[config.mk]
export PLATFORM = sky130hd
export DESIGN_NAME = pdc_cell
export DESIGN_NICKNAME = d
export VERILOG_FILES = /design/src/sv/pdc_pkg.sv /design/src/sv/pdc_cell.sv
export SDC_FILE = /design/constraint.sdc
export NUM_CORES = 1
export LEC_CHECK = 0
export ABC_AREA = 1
export BUFFER_PORTS_ARGS = -buffer_cell sky130_fd_sc_hd__buf_2
export CELL_PAD_IN_SITES_DETAIL_PLACEMENT = 2
export CELL_PAD_IN_SITES_GLOBAL_PLACEMENT = 2
export CORE_MARGIN = 5
export CORE_UTILIZATION = 27
export CTS_CLUSTER_SIZE = 24
export DETAILED_ROUTE_END_ITERATION = 7
export PLACE_DENSITY_LB_ADDON = 0.1
export SKIP_CTS_REPAIR_TIMING = 1
export SYNTH_ARGS = -nofsm -noshare
export SYNTH_HDL_FRONTEND = slang
export SYNTH_SLANG_ARGS = --single-unit
[constraint.sdc]
create_clock -name clk_i -period 2.1 [get_ports clk_i]
set_input_delay 0 -clock clk_i [delete_from_list [all_inputs] [get_ports clk_i]]
set_output_delay 0 -clock clk_i [all_outputs]
set_load 0.01 [all_outputs]
[src/sv/pdc_pkg.sv]
package pdc_pkg;

  localparam int unsigned VALUE_W       = 32;
  localparam int unsigned TARGET_W      = VALUE_W + 1;
  localparam int unsigned CNT_W         = 11;
  localparam int unsigned MAX_ITEMS_DEF = 1024;
  localparam logic [CNT_W-1:0] COUNT_SAT = {CNT_W{1'b1}};

  typedef enum logic [1:0] {
    ST_LOAD,
    ST_INIT,
    ST_SEARCH,
    ST_DRAIN
  } pdc_state_e;

  // Control broadcast to every cell
  typedef struct packed {
    logic load;     // shift a new value into the row
    logic init;     // build probes from stored values
    logic rotate;   // move probes one cell along the ring
    logic compare;  // match incoming probes against stored values
  } cell_ctrl_t;

  // Probe token travelling around the ring
  typedef struct packed {
    logic                       vld;
    logic                       found;
    logic signed [TARGET_W-1:0] target;
  } probe_t;

endpackage

[src/sv/pdc_cell.sv]
module pdc_cell (
  input  logic                               clk_i,
  input  logic                               rst_ni,
  input  pdc_pkg::cell_ctrl_t                ctrl_i,
  input  logic signed [pdc_pkg::VALUE_W-1:0] k_diff_i,
  input  logic                               valid_i,
  input  logic signed [pdc_pkg::VALUE_W-1:0] value_i,
  output logic signed [pdc_pkg::VALUE_W-1:0] value_o,
  input  pdc_pkg::probe_t                    probe_i,
  output pdc_pkg::probe_t                    probe_o
);
  import pdc_pkg::*;

  logic signed [VALUE_W-1:0]  stored_q, stored_d;
  logic signed [TARGET_W-1:0] stored_ext;
  logic signed [TARGET_W-1:0] k_ext;
  logic                       hit;
  probe_t                     probe_q, probe_d;

  assign stored_ext = {stored_q[VALUE_W-1], stored_q};
  assign k_ext      = {k_diff_i[VALUE_W-1], k_diff_i};

  // incoming probe hits when this cell holds its target
  assign hit = ctrl_i.compare & probe_i.vld & valid_i & (stored_ext == probe_i.target);

  // value row: shifts on each loaded transfer
  always_comb begin
    stored_d = ctrl_i.load ? value_i : stored_q;
  end

  always_ff @(posedge clk_i) begin
    stored_q <= stored_d;
  end

  // probe stage
  always_comb begin
    probe_d = probe_q;
    if (ctrl_i.init) begin
      probe_d.vld    = valid_i;
      probe_d.found  = 1'b0;
      probe_d.target = stored_ext + k_ext;
    end else if (ctrl_i.rotate) begin
      probe_d.vld    = probe_i.vld;
      probe_d.found  = probe_i.found | hit;
      probe_d.target = probe_i.target;
    end
  end

  always_ff @(posedge clk_i or negedge rst_ni) begin
    if (!rst_ni) begin
      probe_q <= '0;
    end else begin
      probe_q <= probe_d;
    end
  end

  assign value_o = stored_q;
  assign probe_o = probe_q;

endmodule

-- Yosys cells after proc, flatten, opt, wreduce, memory -nomap -nowiden
Cells that the tools add are included.
- register bits: 67
- input bits: 106
- add/subtract/negate cells: 1
- equality and inequality tests: 1
- mux-type cells: 2
- bitwise operators: 4
- reductions and logical operators: 1
- operator list (cell ; number):
    $mux 35 ; 2
    $add 32x32->33 ; 1
    $eq 32x33->1 ; 1
    $and 1x1->1 ; 3
    $reduce_bool 2->1 ; 1
    $or 1x1->1 ; 1

-- Logic depth before layout (Yosys ltp)
Gate-level depths: netlist of the first run.
- word-level depth: 6
- depth in mapped cells: 14
- gate-level depth less buffers: 14

-- Least setup slack after synthesis of the first run
OpenSTA, ideal clock, no wires.
- path type: register to register
- start point: reg stored_q[0] (netlist: value_o[0])
- end point: reg probe_q, in the netlist probe_o[32]
- setup time: 0.116 ns
- arrival time: 1.877 ns
- required time: 1.984 ns
- setup slack: 0.106 ns
- stages on the path, launching flop included: 15
- buffers on the path: 0
- period minus slack after synthesis: 1.994 ns
- cells stage by stage: edfxtp_1 -> ha_1 -> fa_1 -> nand2_1 -> nand2_1 -> nand3_1 -> nand2_1 -> nand2_1 -> nand2_2 -> nand2_1 -> nand2_1 -> nand2_1 -> nand3_1 -> nand2_1 -> nand2_1
- word-level cells in the longest chain between the ends: 2
- ends and longest elaborated chain (item ; RTL line ; RTL):
    start: declaration ; pdc_cell.sv:14 ; logic signed [VALUE_W-1:0] stored_q, stored_d;
    start signal: assignment ; pdc_cell.sv:32 ; stored_q <= stored_d;
    $add 32x32->33 ; pdc_cell.sv:41 ; probe_d.target = stored_ext + k_ext;
    $mux 35 ; pdc_cell.sv:38 ; if (ctrl_i.init) begin
    end signal: assignment ; pdc_cell.sv:53 ; probe_q <= probe_d;
    end: declaration ; pdc_cell.sv:18 ; probe_t probe_q, probe_d;
No other way between the ends.
A chain may end at the register's enable or synchronous reset.

-- Worst setup path in the final report of the first run
Same ends and word-level chain as after synthesis.

==> results of run 1 <==
[per-stage QoR]
step	setup WS (ns)	hold WS, ns	TNS (ns)
floorplan	0.106	-0.296	0
finish	0.0374	-0.0240	0
global route	-0.115	-0.0143	-0.811
detailed placement	-0.104	0.178	-0.620
CTS	-0.173	-0.191	-0.922
global placement	-0.0898	0.176	-0.262
[flip-flops by register name, summed over array words and instances (netlist names)]
name / cells
probe_o: 35
value_o: 32
[worst register-to-register path, cell delays in order, from the launching register on]
cell and delay (ns):
edfxtp_1 0.45, ha_4 0.21, fa_2 0.40, nand2_2 0.10
nand2_2 0.07, nand3_2 0.08, nand2_2 0.06, nand2_2 0.08
nand2_4 0.09, nand2_4 0.09, nand2_2 0.05, nand2_2 0.07
nand3_2 0.07, nand2_1 0.08, nand2_1 0.05
[worst paths after layout]
check	slack (ns)	cells after the start	endpoint	from
max reg2reg	0.04	14	probe_o[32]$_DFFE_PN0P_	value_o[0]$_DFFE_PP_
max	0.04	14	probe_o[32]$_DFFE_PN0P_	value_o[0]$_DFFE_PP_
min in group asynchronous	0.35	2	probe_o[13]$_DFFE_PN0P_	rst_ni
min reg2reg	0.48	2	probe_o[19]$_DFFE_PN0P_	probe_o[19]$_DFFE_PN0P_
max in group asynchronous	1.08	2	probe_o[23]$_DFFE_PN0P_	rst_ni
min	-0.02	3	probe_o[7]$_DFFE_PN0P_	probe_i[7]
[cell type report]
type,instances,area (um2)
fillers,2354,11000
repair buffers,309,2000
well taps,265,332
flip-flops and latches,67,1840
multi-input cells,606,3600
clock buffers,9,225
clock inverters,7,104
inverters,141,529
[power groups by stage]
| stage | Clock [W] | Combinational [W] | Sequential [W] |
|---|---|---|---|
| after floorplan | 0 | 0.000892 | 0.00174 |
| after global placement | 0 | 0.00194 | 0.00168 |
| after detailed placement | 0 | 0.00198 | 0.00169 |
| after CTS | 0.00183 | 0.00200 | 0.00167 |
| after global routing | 0.00189 | 0.00253 | 0.00170 |
| final | 0.00178 | 0.00231 | 0.00169 |
[cells by family after synthesis]
| logic type | synth area share, % |
|---|---|
| flops | 33.8 |
| fa+ha+maj | 7.75 |
| compound gates | 6.25 |
| buf+inv | 10.7 |
| simple gates | 35.2 |
| xor+xnor | 6.29 |
[cells in the final DEF (no fill, tap or decap), drive strengths merged, types with 3 or more instances in the layout]
cell and n:
nand2 348, buf 265, inv 144, nor2 55, nand3 53, dlygate4sd3 44, dfrtp 35, edfxtp 32
ha 32, a21oi 32, xnor2 21, xor2 18, o21ai 16, nor3 10, clkbuf 9, o221ai 6
nand4 5, o21bai 3
[routing by layer]
| metal | global-route usage, % | up-vias | routed length (um) |
|---|---|---|---|
| li1 | - | 3172 | - |
| met1 | 33.1 | 3215 | 13100 |
| met2 | 39.0 | 175 | 13900 |
| met3 | 4.43 | 29 | 1940 |
| met4 | 4.09 | 2 | 473 |
| met5 | 0 | - | 7 |
==> results.json, run 1 <==
{
  "critical_path_class": "flip-flop to flip-flop",
  "ir_worst_vdd_uv": 422,
  "port-buffer-count": 172,
  "yosysTopAreaCell": "nand2_1",
  "clk_pin_slew_ns": 0.07,
  "antenna_found_initial": 3,
  "fin_crit_sh_pct": 98.2,
  "cpLargestDelayFamily": "simple AND/OR/NAND/NOR gates",
  "antenna_cells": 0,
  "coreArea_mm2": 0.0197,
  "crit_chain": "ha_4, fa_2, nand2_2, nand2_2, nand3_2, nand2_2, nand2_2, nand2_4, nand2_4, nand2_2, nand2_2, nand3_2, nand2_1, nand2_1",
  "yosys.area.top_type_share_pct": 23.7,
  "cts_sinks": 67,
  "htree_levels": 3,
  "dp.cells": 1338,
  "ys_seq_elements": 67,
  "power.total_w": 0.00577,
  "track_usage_pct": 23.8,
  "comb_power_share_pct": 40.0,
  "yosysUniqueCellTypes": 32,
  "avgSynthCellArea_um2": 6.58,
  "ys_dominant_reg_cell": "dfrtp_1",
  "clock_latency_ns": 0.35,
  "yosysMostFrequentCell": "nand2_1",
  "required_ns": 2.34,
  "hpwl_um": 22600,
  "die_y_um": 152,
  "drt-pass1-iter-count": 4,
  "post-route-min-period_ns": 2.06,
  "cpMostUsedCell": "nand2_2",
  "final-setup-viol-count": 0,
  "switching_share_pct": 38.2,
  "antenna_left": 0,
  "layoutNonFillerInstCount": 1404,
  "p_seq_share_pct": 29.2,
  "p_int_w": 0.00357,
  "drc": 0,
  "die_w_um": 152,
  "synth_area_mm2": 0.00543,
  "drive_gt1_share_pct": 34.5,
  "grt_max_degree": 36,
  "critPathMaxFanout": 4,
  "synth-async-reset-ratio_pct": 52.2,
  "min_path_type": "input pin to flip-flop",
  "cp_num_buf_inv": 0,
  "crit_arrival_ns": 2.30,
  "syn_nets": 964,
  "rsz0062_at_grt": "yes",
  "routabilityCongestion": 0.890,
  "stdcell_area_mm2": 0.00863,
  "vias": 6593,
  "fmax_mhz": 485,
  "cts_tree": "done",
  "hold_viol_final": 8,
  "synth-edff-count": 32,
  "synth.area.top_cells": "nand2_1 24%, edfxtp_1 18%, dfrtp_1 16%",
  "syn-instance-count": 825,
  "pwr-share-clk_pct": 30.8,
  "fin_skew_ns": 0.0121,
  "p_sw_w": 0.00220,
  "area_growth_pct": 59.0,
  "detailed_place.area_mm2": 0.00722,
  "slew_viol_final": 0,
  "gr-total-overflow": 0,
  "cp-end-kind": "flip-flop",
  "synth_warnings": 0,
  "num_io_pins": 173,
  "clock_path_buffers": 2,
  "grt_pass1_vias": 7009,
  "drt_iter0_markers": 229,
  "start_kind": "flip-flop",
  "holdWs_ns": -0.0240,
  "start_util_pct": 27.6,
  "finish.utilization_pct": 43.9,
  "numCtsBuffers": 9,
  "cts-root-buf": "clkbuf_16",
  "critPathSlowestCell": "edfxtp_1",
  "maxSlewHeadroom_pct": 31.5,
  "viasPerCell": 4.70,
  "synth-seq-area-share_pct": 33.8,
  "row_count": 51,
  "fp.dieArea_mm2": 0.0230,
  "leakage_nw": 4.53,
  "grt_pass1_wl_um": 40100,
  "critPathMaxStageDelay_ns": 0.45,
  "nNetsFinal": 1273,
  "status": "complete, but fails checks",
  "failed_checks": "hold timing",
  "power_density_mw_per_mm2": 669,
  "wl_per_cell_um": 21.0,
  "worst_slew_pin_slew_ns": 1.03,
  "synth_common_cells": "343 x nand2_1, 140 x inv_1, 54 x nor2_1",
  "cap_violations": 0,
  "wl_um": 29400
}
Note: power is estimated with default switching activity, not from simulation.
==> run 2: changes to the inputs <==
- SETUP_SLACK_MARGIN: not set -> 0.1
==> results.json, run 2 (synthesized netlist as in run 1, its figures left out) <==
{
  "dp_slack_ns": -0.104,
  "min_to": "probe_o[18]$_DFFE_PN0P_",
  "critical_path_class": "flip-flop to flip-flop",
  "drive_gt1_share_pct": 40.7,
  "detailed_place.area_mm2": 0.00722,
  "worst_slew_pin_slew_ns": 1.02,
  "final_common_cell": "nand2_1",
  "leakage_nw": 4.69,
  "nNetsFinal": 1279,
  "p_int_w": 0.00367,
  "cts_sinks": 67,
  "final-setup-viol-count": 2,
  "critPathMaxStageDelay_ns": 0.46,
  "cap_violations": 0,
  "die_y_um": 152,
  "comb_power_share_pct": 42.0,
  "routabilityCongestion": 0.890,
  "antenna_found_initial": 2,
  "cp-end-kind": "flip-flop",
  "p_sw_w": 0.00237,
  "holdWs_ns": -0.0226,
  "viasPerCell": 4.79,
  "hp-start": "probe_i[18]",
  "die_w_um": 152,
  "stdcell_area_mm2": 0.00904,
  "vias": 6759,
  "drt-pass1-iter-count": 4,
  "hold_viol_final": 12,
  "reg2reg_depth": 14,
  "r2r-end": "probe_o[32]$_DFFE_PN0P_",
  "wl_per_cell_um": 22.0,
  "antenna_left": 0,
  "grt_pass1_vias": 7009,
  "area_growth_pct": 66.6,
  "maxSlewHeadroom_pct": 31.7,
  "status": "complete, but fails checks",
  "r2r_slack_ns": -0.04,
  "start_util_pct": 27.6,
  "antenna_cells": 0,
  "rsz0062_at_grt": "yes",
  "critPathMaxFanout": 4,
  "largest_reg_flops": 35,
  "failed_checks": "hold timing, setup timing",
  "port-buffer-count": 172,
  "pwr-share-clk_pct": 30.0,
  "cts_tree": "done",
  "worst_slack_ns": -0.0371,
  "drt_iter0_markers": 286,
  "switching_share_pct": 39.3,
  "clk_pin_slew_ns": 0.07,
  "critPathSlowestCell": "edfxtp_1",
  "gr-total-overflow": 0,
  "htree_levels": 3,
  "dp.cells": 1338,
  "cpLargestDelayFamily": "simple AND/OR/NAND/NOR gates",
  "hpwl_um": 22600,
  "multi_input_area_mm2": 0.00395,
  "seqCellArea_mm2": 0.00184,
  "slew_viol_final": 0,
  "p_seq_share_pct": 28.0,
  "clock_path_buffers": 2,
  "hold_path_depth": 5,
  "grt_pass1_wl_um": 40100,
  "fp.dieArea_mm2": 0.0230,
  "drc": 0,
  "post-route-min-period_ns": 2.14,
  "num_io_pins": 173,
  "crit_arrival_ns": 2.37,
  "start_kind": "flip-flop",
  "track_usage_pct": 23.8,
  "clock_latency_ns": 0.35,
  "rr_startpoint": "value_o[0]$_DFFE_PP_",
  "fin_crit_sh_pct": 102,
  "layoutNonFillerInstCount": 1410,
  "min_path_type": "input pin to flip-flop",
  "crit_chain": "ha_4, fa_2, nand2_2, nand2_2, nand3_2, nand2_2, nand2_2, nand2_4, nand2_4, nand2_2, nand2_2, nand3_2, nand2_1, nand2_1",
  "coreArea_mm2": 0.0197,
  "fmax_mhz": 468,
  "ir_worst_vdd_uv": 472,
  "cpMostUsedCell": "nand2_2",
  "n_fill_cell": 2293,
  "cp_num_buf_inv": 0,
  "layout_common_cells": "272 x nand2_1, 172 x buf_2, 128 x inv_1",
  "numCtsBuffers": 9,
  "power_density_mw_per_mm2": 668,
  "cts-root-buf": "clkbuf_16",
  "row_count": 51,
  "required_ns": 2.34,
  "wl_um": 31000,
  "fin_skew_ns": 0.0108,
  "grt_max_degree": 36
}
==> run 2: worst max path at each step <==
stage                           from                      end  slack (ns)  cells past startpoint
2_1_floorplan   value_o[0]$_DFFE_PP_  probe_o[32]$_DFFE_PN0P_        0.11                     14
3_3_place_gp   value_o[18]$_DFFE_PP_  probe_o[19]$_DFFE_PN0P_       -0.09                     10
3_5_place_dp   value_o[18]$_DFFE_PP_  probe_o[19]$_DFFE_PN0P_       -0.10                     10
4_1_cts         value_o[0]$_DFFE_PP_  probe_o[32]$_DFFE_PN0P_       -0.17                     14
5_1_grt         value_o[0]$_DFFE_PP_  probe_o[32]$_DFFE_PN0P_       -0.13                     14
6_report        value_o[0]$_DFFE_PP_  probe_o[32]$_DFFE_PN0P_       -0.04                     14
==> run 2: tightest hold or removal path: stages <==
cell and delay, ns:
buf_2 0.09, nand2_1 0.06, nand2_1 0.06, nand2_1 0.05, nand2_1 0.04
==> run 2: area by class of cell <==
cell class,count,share of cell area (%)
multi-input combinational,606,43.7
sequential,67,20.3
clock buffer,9,2.49
clock inverter,7,1.15
tap,265,3.67
timing repair buffer,315,22.8
inverter,141,5.88
==> run 2: power groups by stage <==
stage	clock network (W)	logic (W)	registers [W]
after floorplan	0	0.000892	0.00174
after global placement	0	0.00194	0.00168
after detailed placement	0	0.00198	0.00169
after CTS	0.00183	0.00200	0.00167
after global routing	0.00189	0.00274	0.00171
final	0.00181	0.00254	0.00169
==> run 2: per-stage QoR <==
stage	utilization, %	total power, W	setup TNS [ns]
finish	46.0	0.00604	-0.0395
global route	46.0	0.00634	-0.820
CTS	38.4	0.00550	-0.922
detailed placement	36.8	0.00367	-0.620
global placement	36.8	0.00362	-0.262
floorplan	-	0.00263	0
==> run 2: per-layer routing <==
layer	GRT usage, %	routed length, um	vias to the layer above
met5	0	13	-
li1	-	-	3189
met3	4.43	1870	32
met1	33.1	13600	3344
met4	4.09	655	2
met2	39.0	14900	192
==> run 3: changes to the inputs <==
- PLACE_DENSITY_LB_ADDON: 0.1 -> 0.08
==> results.json, run 3 (synthesized netlist as in run 1, its figures left out) <==
{
  "status": "complete, but fails checks",
  "failed_checks": "hold timing, setup timing",
  "row_count": 51,
  "wl_per_cell_um": 22.6,
  "antenna_cells": 0,
  "cts_tree": "done",
  "power_density_mw_per_mm2": 640,
  "cts-root-buf": "clkbuf_16",
  "track_usage_pct": 23.9,
  "critPathMaxFanout": 3,
  "post-route-min-period_ns": 2.15,
  "final-setup-viol-count": 3,
  "cpMostUsedCell": "nand2_1",
  "cts_sinks": 67,
  "die_y_um": 152,
  "n_fill_cell": 2261,
  "drt-pass1-iter-count": 4,
  "grt_pass1_vias": 7193,
  "finish.utilization_pct": 46.5,
  "power.total_w": 0.00584,
  "drc": 0,
  "gr-total-overflow": 0,
  "ir_worst_vdd_uv": 400,
  "largest_reg_flops": 35,
  "r2r_slack_ns": -0.05,
  "wl_um": 32000,
  "port-buffer-count": 172,
  "r2r-end": "probe_o[22]$_DFFE_PN0P_",
  "num_io_pins": 173,
  "cpLargestDelayFamily": "simple AND/OR/NAND/NOR gates",
  "startpoint": "value_o[11]$_DFFE_PP_",
  "critPathSlowestCell": "edfxtp_1",
  "drive_gt1_share_pct": 43.4,
  "crit_arrival_ns": 2.40,
  "worst_slew_pin_slew_ns": 1.02,
  "antenna_left": 0,
  "critical_path_class": "flip-flop to flip-flop",
  "grt_pass1_wl_um": 41000,
  "vias": 6817,
  "fp.dieArea_mm2": 0.0230,
  "layout_common_cells": "264 x nand2_1, 172 x buf_2, 123 x inv_1",
  "maxSlewHeadroom_pct": 32.0,
  "drt_iter0_markers": 182,
  "leakage_nw": 4.67,
  "die_w_um": 152,
  "fin_skew_ns": 0.0104,
  "clk_pin_slew_ns": 0.07,
  "nNetsFinal": 1282,
  "clock_latency_ns": 0.35,
  "hpwl_um": 23100,
  "area_growth_pct": 68.3,
  "required_ns": 2.35,
  "coreArea_mm2": 0.0197,
  "antenna_found_initial": 1,
  "routabilityCongestion": 0.812,
  "fmax_mhz": 465,
  "min_path_type": "input pin to flip-flop",
  "critPathMaxStageDelay_ns": 0.50,
  "crit_chain": "ha_4, buf_4, nand2_2, inv_1, nand2_1, inv_1, a21oi_2, nand2_4, nand2_2, nand2_1, nand2_1, nand3_2, nand2_1, nand2_1",
  "reg2reg_depth": 14,
  "clock_path_buffers": 2,
  "final_common_cell": "nand2_1",
  "numCtsBuffers": 9,
  "holdWs_ns": -0.0305,
  "slew_viol_final": 0,
  "critical_path.endpoint": "probe_o[22]$_DFFE_PN0P_",
  "cp.depth": 14,
  "cp-end-kind": "flip-flop",
  "start_util_pct": 27.6,
  "rsz0062_at_grt": "yes",
  "hold_viol_final": 6,
  "cap_violations": 0,
  "htree_levels": 3,
  "grt_max_degree": 33,
  "cp_num_buf_inv": 3,
  "start_kind": "flip-flop",
  "hp-start": "probe_i[7]",
  "fin_crit_sh_pct": 102,
  "worst_slack_ns": -0.0518,
  "viasPerCell": 4.82,
  "rr_startpoint": "value_o[11]$_DFFE_PP_"
}
==> run 3: changes by cell type in the layout (fill, tap and decap cells not counted), moves of 4 or more <==
cell,before,now
nand2_1,272,264
inv_2,11,17
buf_6,0,4
inv_1,128,123
ha_1,5,1
nand2_2,57,65
nor2_1,37,32
nor2_4,4,8
==> run 3: area by class of cell <==
cell class              instances  area, um2  area share [%]
repair buffers                318       2080            22.8
clock buffers                   9        225            2.47
inverters                     141        529            5.80
clock inverters                 7       51.3           0.562
flip-flops and latches         67       1840            20.1
multi-input cells             606       4080            44.7
well taps                     265        332            3.63
==> run 3: metal layers <==
metal | wire length [um] | GRT usage, %
met5 | 8 | 0
met4 | 566 | 4.31
met3 | 1830 | 4.82
met2 | 15600 | 39.3
met1 | 14000 | 33.0
==> run 3: power breakdown <==
group	internal (W)	switching (W)	leakage, nW
clock	0.000808	0.000716	0.134
sequential	0.00154	0.000154	0.718
combinational	0.00109	0.00153	3.82
total	0.00344	0.00240	4.67
==> run 3: worst min-delay path by stage <==
stage / cells past startpoint / slack, ns / to
2_1_floorplan: 0 / -0.30 / probe_o[0]$_DFFE_PN0P_
3_3_place_gp: 1 / 0.03 / probe_o[12]$_DFFE_PN0P_
3_5_place_dp: 1 / 0.03 / probe_o[13]$_DFFE_PN0P_
4_1_cts: 1 / -0.34 / probe_o[16]$_DFFE_PN0P_
5_1_grt: 3 / 0.001 / probe_o[15]$_DFFE_PN0P_
6_report: 3 / -0.03 / probe_o[7]$_DFFE_PN0P_
==> run 3: stage by stage <==
stage / instance area [um2] / instances / setup TNS (ns) / setup slack (ns)
CTS: 7510 / 1355 / -1.30 / -0.127
detailed placement: 7230 / 1339 / -0.664 / -0.106
finish: 9130 / 1413 / -0.0575 / -0.0518
global placement: 7230 / 1339 / -0.206 / -0.0739
global route: 9130 / 1413 / -1.15 / -0.137
floorplan: 5430 / 825 / 0 / 0.106
==> run 3: tightest hold or removal path: stages <==
cell and delay (ns):
buf_2 0.10, o221ai_1 0.12, inv_1 0.06
